File: src/ddcw_ram.sv
// generic single write port ram with registered read
module ddcw_ram #(
   parameter int WIDTH = 64,
   parameter int DEPTH = 64
) (
   input  logic                     clock,
   input  logic                     wr_en,
   input  logic [$clog2(DEPTH)-1:0] wr_addr,
   input  logic [WIDTH-1:0]         wr_data,
   input  logic [$clog2(DEPTH)-1:0] rd_addr,
   output logic [WIDTH-1:0]         rd_data
);
   logic [WIDTH-1:0] mem_ff [DEPTH];
   logic [WIDTH-1:0] rd_data_ff;

   always_ff @(posedge clock) begin
      if (wr_en) begin
         mem_ff[wr_addr] <= wr_data;
      end
      rd_data_ff <= mem_ff[rd_addr];
   end

   assign rd_data = rd_data_ff;
endmodule

File: config.mk
export PLATFORM = sky130hd
export DESIGN_NAME = ddcw_ram
export DESIGN_NICKNAME = d
export VERILOG_FILES = /design/src/ddcw_ram.sv
export SDC_FILE = /design/constraint.sdc
export NUM_CORES = 2
export LEC_CHECK = 0
export BUFFER_PORTS_ARGS = -buffer_cell sky130_fd_sc_hd__buf_2
export CAP_MARGIN = 15
export CORE_UTILIZATION = 60
export CTS_BUF_LIST = sky130_fd_sc_hd__clkbuf_16
export CTS_CLUSTER_DIAMETER = 200
export DETAILED_ROUTE_END_ITERATION = 6
export HOLD_SLACK_MARGIN = 0.12
export PLACE_DENSITY = 0.76
export SLEW_MARGIN = 10
export SYNTH_ARGS = -nofsm -noshare
export SYNTH_HDL_FRONTEND = slang
export SYNTH_SLANG_ARGS = --single-unit
File: constraint.sdc
create_clock -name clock -period 10.35 [get_ports clock]
set_input_delay 1.5525 -clock clock [delete_from_list [all_inputs] [get_ports clock]]
set_output_delay 1.5525 -clock clock [all_outputs]
set_load 0.01 [all_outputs]
==> results by stage <==
Worst setup path:
- The critical path in this run is classified as in2reg.
- The depth of the worst register-to-register path is 4.
- The signal on the critical path passes through buf_2, nor2_1, nand3_1, nor2_4, buf_4, buf_4.
- In this run the critical register-to-register path is captured at rd_data[21].
- The cell seen most often among critical-path stages is sky130_fd_sc_hd__buf_4.
- Counting both buffers and inverters, the worst setup path holds a total of 3.
- The peak per-stage delay on the critical path is approximately 1.2 ns.
- In this run the worst path has a maximum fanout of 28.
- The most critical setup path has its startpoint at wr_addr[2].
- The cell family with the largest share of critical-path delay is simple AND/OR/NAND/NOR gates.
- The setup slack of the worst register-to-register path is between 8 and 9 ns.
- The worst register-to-register path begins at mem_ff[32][21].
- The arrival time of the worst setup path is ~5.1 ns.
- The worst setup path is captured at a register.
- The required time of the critical path is around 11 ns.
- The worst setup path is launched from an input pin.
- The standard cell with the maximum stage delay on the critical path is sky130_fd_sc_hd__nor2_4.

Synth:
- The number of synthesized flops with an enable pin is ~4100.
- The count of different cell masters after synthesis is 33.
- The most common cell in the synthesized netlist is sky130_fd_sc_hd__edfxtp_1.
- The number of cells produced by synthesis is about 6600.
- By area the synthesized netlist is led by sky130_fd_sc_hd__edfxtp_1 79%, sky130_fd_sc_hd__mux4_2 15%, sky130_fd_sc_hd__mux2i_1 0.86%.
- The xor/xnor cell area share of the yosys netlist is 0.
- The adder and majority gate portion of the synthesized area is 0.
- After synthesis, the most frequently instantiated cells are 4096 x sky130_fd_sc_hd__edfxtp_1, 1024 x sky130_fd_sc_hd__mux4_2, 170 x sky130_fd_sc_hd__buf_2.
- The register area share after synthesis is 0.795.
- The combined area of all synthesized cells is around 160000 um2.
- The most common flop cell mapped by yosys is sky130_fd_sc_hd__edfxtp_1.
- Summed over all instances, the cell type with the most area after synthesis is sky130_fd_sc_hd__edfxtp_1.
- The proportion of synthesized area in mux cells is 0.156.
- The area fraction in compound gates after synthesis is 0.0248.
- A synthesized cell averages approximately 24 um2.
- Of the total synthesized cell area, the portion taken by AND, OR, NAND and NOR gates is 0.0124.
- The share of synthesized area in the top cell type comes to 0.787.
- The flip-flop and latch count after synthesis is approximately 4200.
- The count of synthesis-stage warnings from yosys is 0.
- The post-synthesis async set-or-reset flop share is 0.
- The synthesized netlist net count is ~6700.
- By area, the combinational part of the netlist is dominated by multiplexers.

Floorplanning:
- The width of the chip is ~510 um.
- The core area is ~260000 um2.
- For this configuration, the core starts out at a cell density of 0.603.
- The die is around 500 um tall.
- The floorplan has approximately 190 rows.
- The floorplan step defined a die boundary enclosing around 260000 um2.
- The top-level I/O count is between 100 and 150.

Detailed routing:
- Using the TritonRoute via totals, the vias-per-cell ratio works out to 7.27.
- The detailed-route wire length is ~430000 um.
- The routed layout has 77935 vias.
- The detail route stage leaves a number of antenna-violating nets equal to 0.
- The number of detailed-route iterations in the first pass is 6.
- The violation count after the first detailed-route iteration is 12254.
- The DRC violation count after routing is 0.
- In the final routed layout, each cell accounts on average for between 30 and 40 um.

Place:
- Buffers placed on the I/O ports in this run total about 140.
- Once placement finished, the instance area stood at about 160000 um2.
- Prior to clock tree synthesis, the placed netlist has a worst setup slack of ~5.0 ns.
- The weighted congestion reported at the end of routability-driven placement is about 0.81.
- After legalization and detailed placement, the total HPWL measured between 200000 and 250000 um.

Timing:
- The number of setup violations in the final report is 0.
- The maximum clock skew at final layout is between 0.03 and 0.04 ns.
- Headroom to the max-slew limit came out at 0.113.
- The number of pins exceeding their max-slew limit in the final report is 0.
- Setup repair after global routing left no endpoint under its margin.
- The worst setup slack after layout is 5.82 ns.
- The count of final hold-check violations is 0.
- Based on the critical path, the design can be clocked at up to roughly 220 MHz.
- The actual transition at the worst max-transition pin is approximately 1.3 ns.
- The total negative slack is 0 ns.
- In the finished design, the share of the clock period the worst path needs comes to 0.437.
- The worst path needs ~4.5 ns of the cycle, external delays included.

CTS:
- Counting along the longest clock path gives a buffer depth of 4.
- Post-CTS timing repair inserted 0 buffers for setup.
- The clock net sink count is between 4000 and 5000.
- For this design, the CTS-stage hold fixing added 0 buffers.
- The cell at the root of the clock tree is sky130_fd_sc_hd__clkbuf_16.
- The quantity of gates resized following cts is 0.
- The number of buffers added by the clock tree synthesis step is 396.
- CTS built an H-tree with a depth of 5.
- Clock-pin slew was measured on the worst setup and hold paths at 0.06 ns.
- TritonCTS built the clock tree.
- The worst-skew pair later-pin latency is 0.93 ns.

Min path:
- The min-delay analysis places its worst path in the category reg2reg.
- The cell depth of the worst min-delay path is 4.
- The beginning of the worst hold path is mem_ff[62][46].
- The endpoint of the worst hold-timing path is rd_data[46].

GRT:
- The first global-routing pass estimated about 600000 um of wire.
- The global-route usage over all layers is 0.327.
- The number of antenna violations at the first check in global routing is 40.
- After global routing the overflow that remains totals 0.
- The number of global-route vias before repair was 79129.
- The largest net degree at the start of global routing is between 100 and 150.

Power and ir drop:
- The maximum VDD drop is a little over 0.2 mV.
- For this design the static power due to leakage is approximately 55 nW.
- Dividing total power by cell area gives a power density of between 150 and 200 nW/um2.

Final layout:
- Compared with the post-synthesis result, the final layout area differs by 11.8%.
- Summing all non-filler instances in the final layout gives an area of 175000 um2.
- The number of nets in the layout is between 7000 and 8000.
- The share of layout cells above drive strength 1 is 0.277.

Outcome:
- The flow ran to the end, and the final reports show no timing, DRC or antenna violations.

Run:
- The tool flagged a number of max-cap violations equal to 0.
==> where the power goes <==
part,internal [mW],switching (mW),total [mW]
registers,18.7,0.0890,18.7
clock network,8.27,6.22,14.5
logic,0.570,0.982,1.55
==> placed cells by master, fill, tap and decap left out, drive strengths merged, types with 3 or more instances in the layout <==
master / count
a41oi: 26
edfxtp: 4096
buf: 329
inv: 101
nand3: 45
nor2: 112
or2: 28
and3: 64
nand2b: 11
o22ai: 83
clkbuf: 400
dfxtp: 64
a22oi: 168
nor2b: 28
or3: 29
clkinv: 179
diode: 29
bufinv: 50
nand2: 58
a31oi: 18
o221ai: 38
clkinvlp: 18
a2bb2oi: 19
a22o: 88
and2: 3
mux2i: 135
mux4: 1024
a211oi: 63
==> worst register-to-register path: cells and delay by family, from the launching register on <==
kind / cells / cell delay [ns]
mux: 1 / 0.45
simple gates: 1 / 0.33
flops: 1 / 0.37
compound gates: 2 / 0.90
==> per-stage QoR <==
stage | power, mW | util | hold WS, ns | std cells
final | 34.8 | 0.674 | 0.847 | 10717
after detailed placement | 20.6 | 0.624 | 0.821 | 9957
after CTS | 34.8 | 0.674 | 0.854 | 10686
after global placement | 20.6 | 0.624 | 0.825 | 9953
after floorplan | 19.9 | - | 0.788 | 6598
after global routing | 35.5 | 0.674 | 0.901 | 10699
==> metal layers <==
metal,wire length (um),vias to the layer above,GRT usage,part of all wire
met5,123,-,0,0.00029
met4,24700,20,0.166,0.058
met3,58900,1355,0.0806,0.14
met2,201000,6673,0.506,0.47
met1,142000,40682,0.439,0.33
li1,-,29205,-,-
==> layout make-up <==
cell class	count	area (um2)
Clock inverter	329	2890
Fill cell	14963	84400
Sequential cell	4160	124000
Timing Repair Buffer	329	2440
Tap cell	3402	4260
Inverter	19	71.3
Multi-Input combinational cell	2049	30800
Antenna cell	29	72.6
Clock buffer	400	10000
==> how the worst max path moves through the flow <==
stage                    end  depth (start not counted)  slack (ns)
3_3_place_gp     rd_data[35]                          8        5.09
4_1_cts          rd_data[36]                          8        5.94
6_report       mem_ff[1][21]                          6        5.82
2_1_floorplan  mem_ff[48][0]                          4        3.36
3_5_place_dp     rd_data[35]                          8        4.98
5_1_grt          rd_data[35]                          8        5.68
==> cells by family after synthesis <==
logic type | after synthesis
AO/OA/AOI/OAI | 504
buffers and inverters | 389
flip-flops | 4160
multiplexers | 1159
AND/OR/NAND/NOR | 386
==> registers in the layout, indices dropped and copies added, names as in the netlist <==
register and cells:
mem_ff 4096, rd_data 64
No activity file was read; power rests on OpenSTA's default activity.
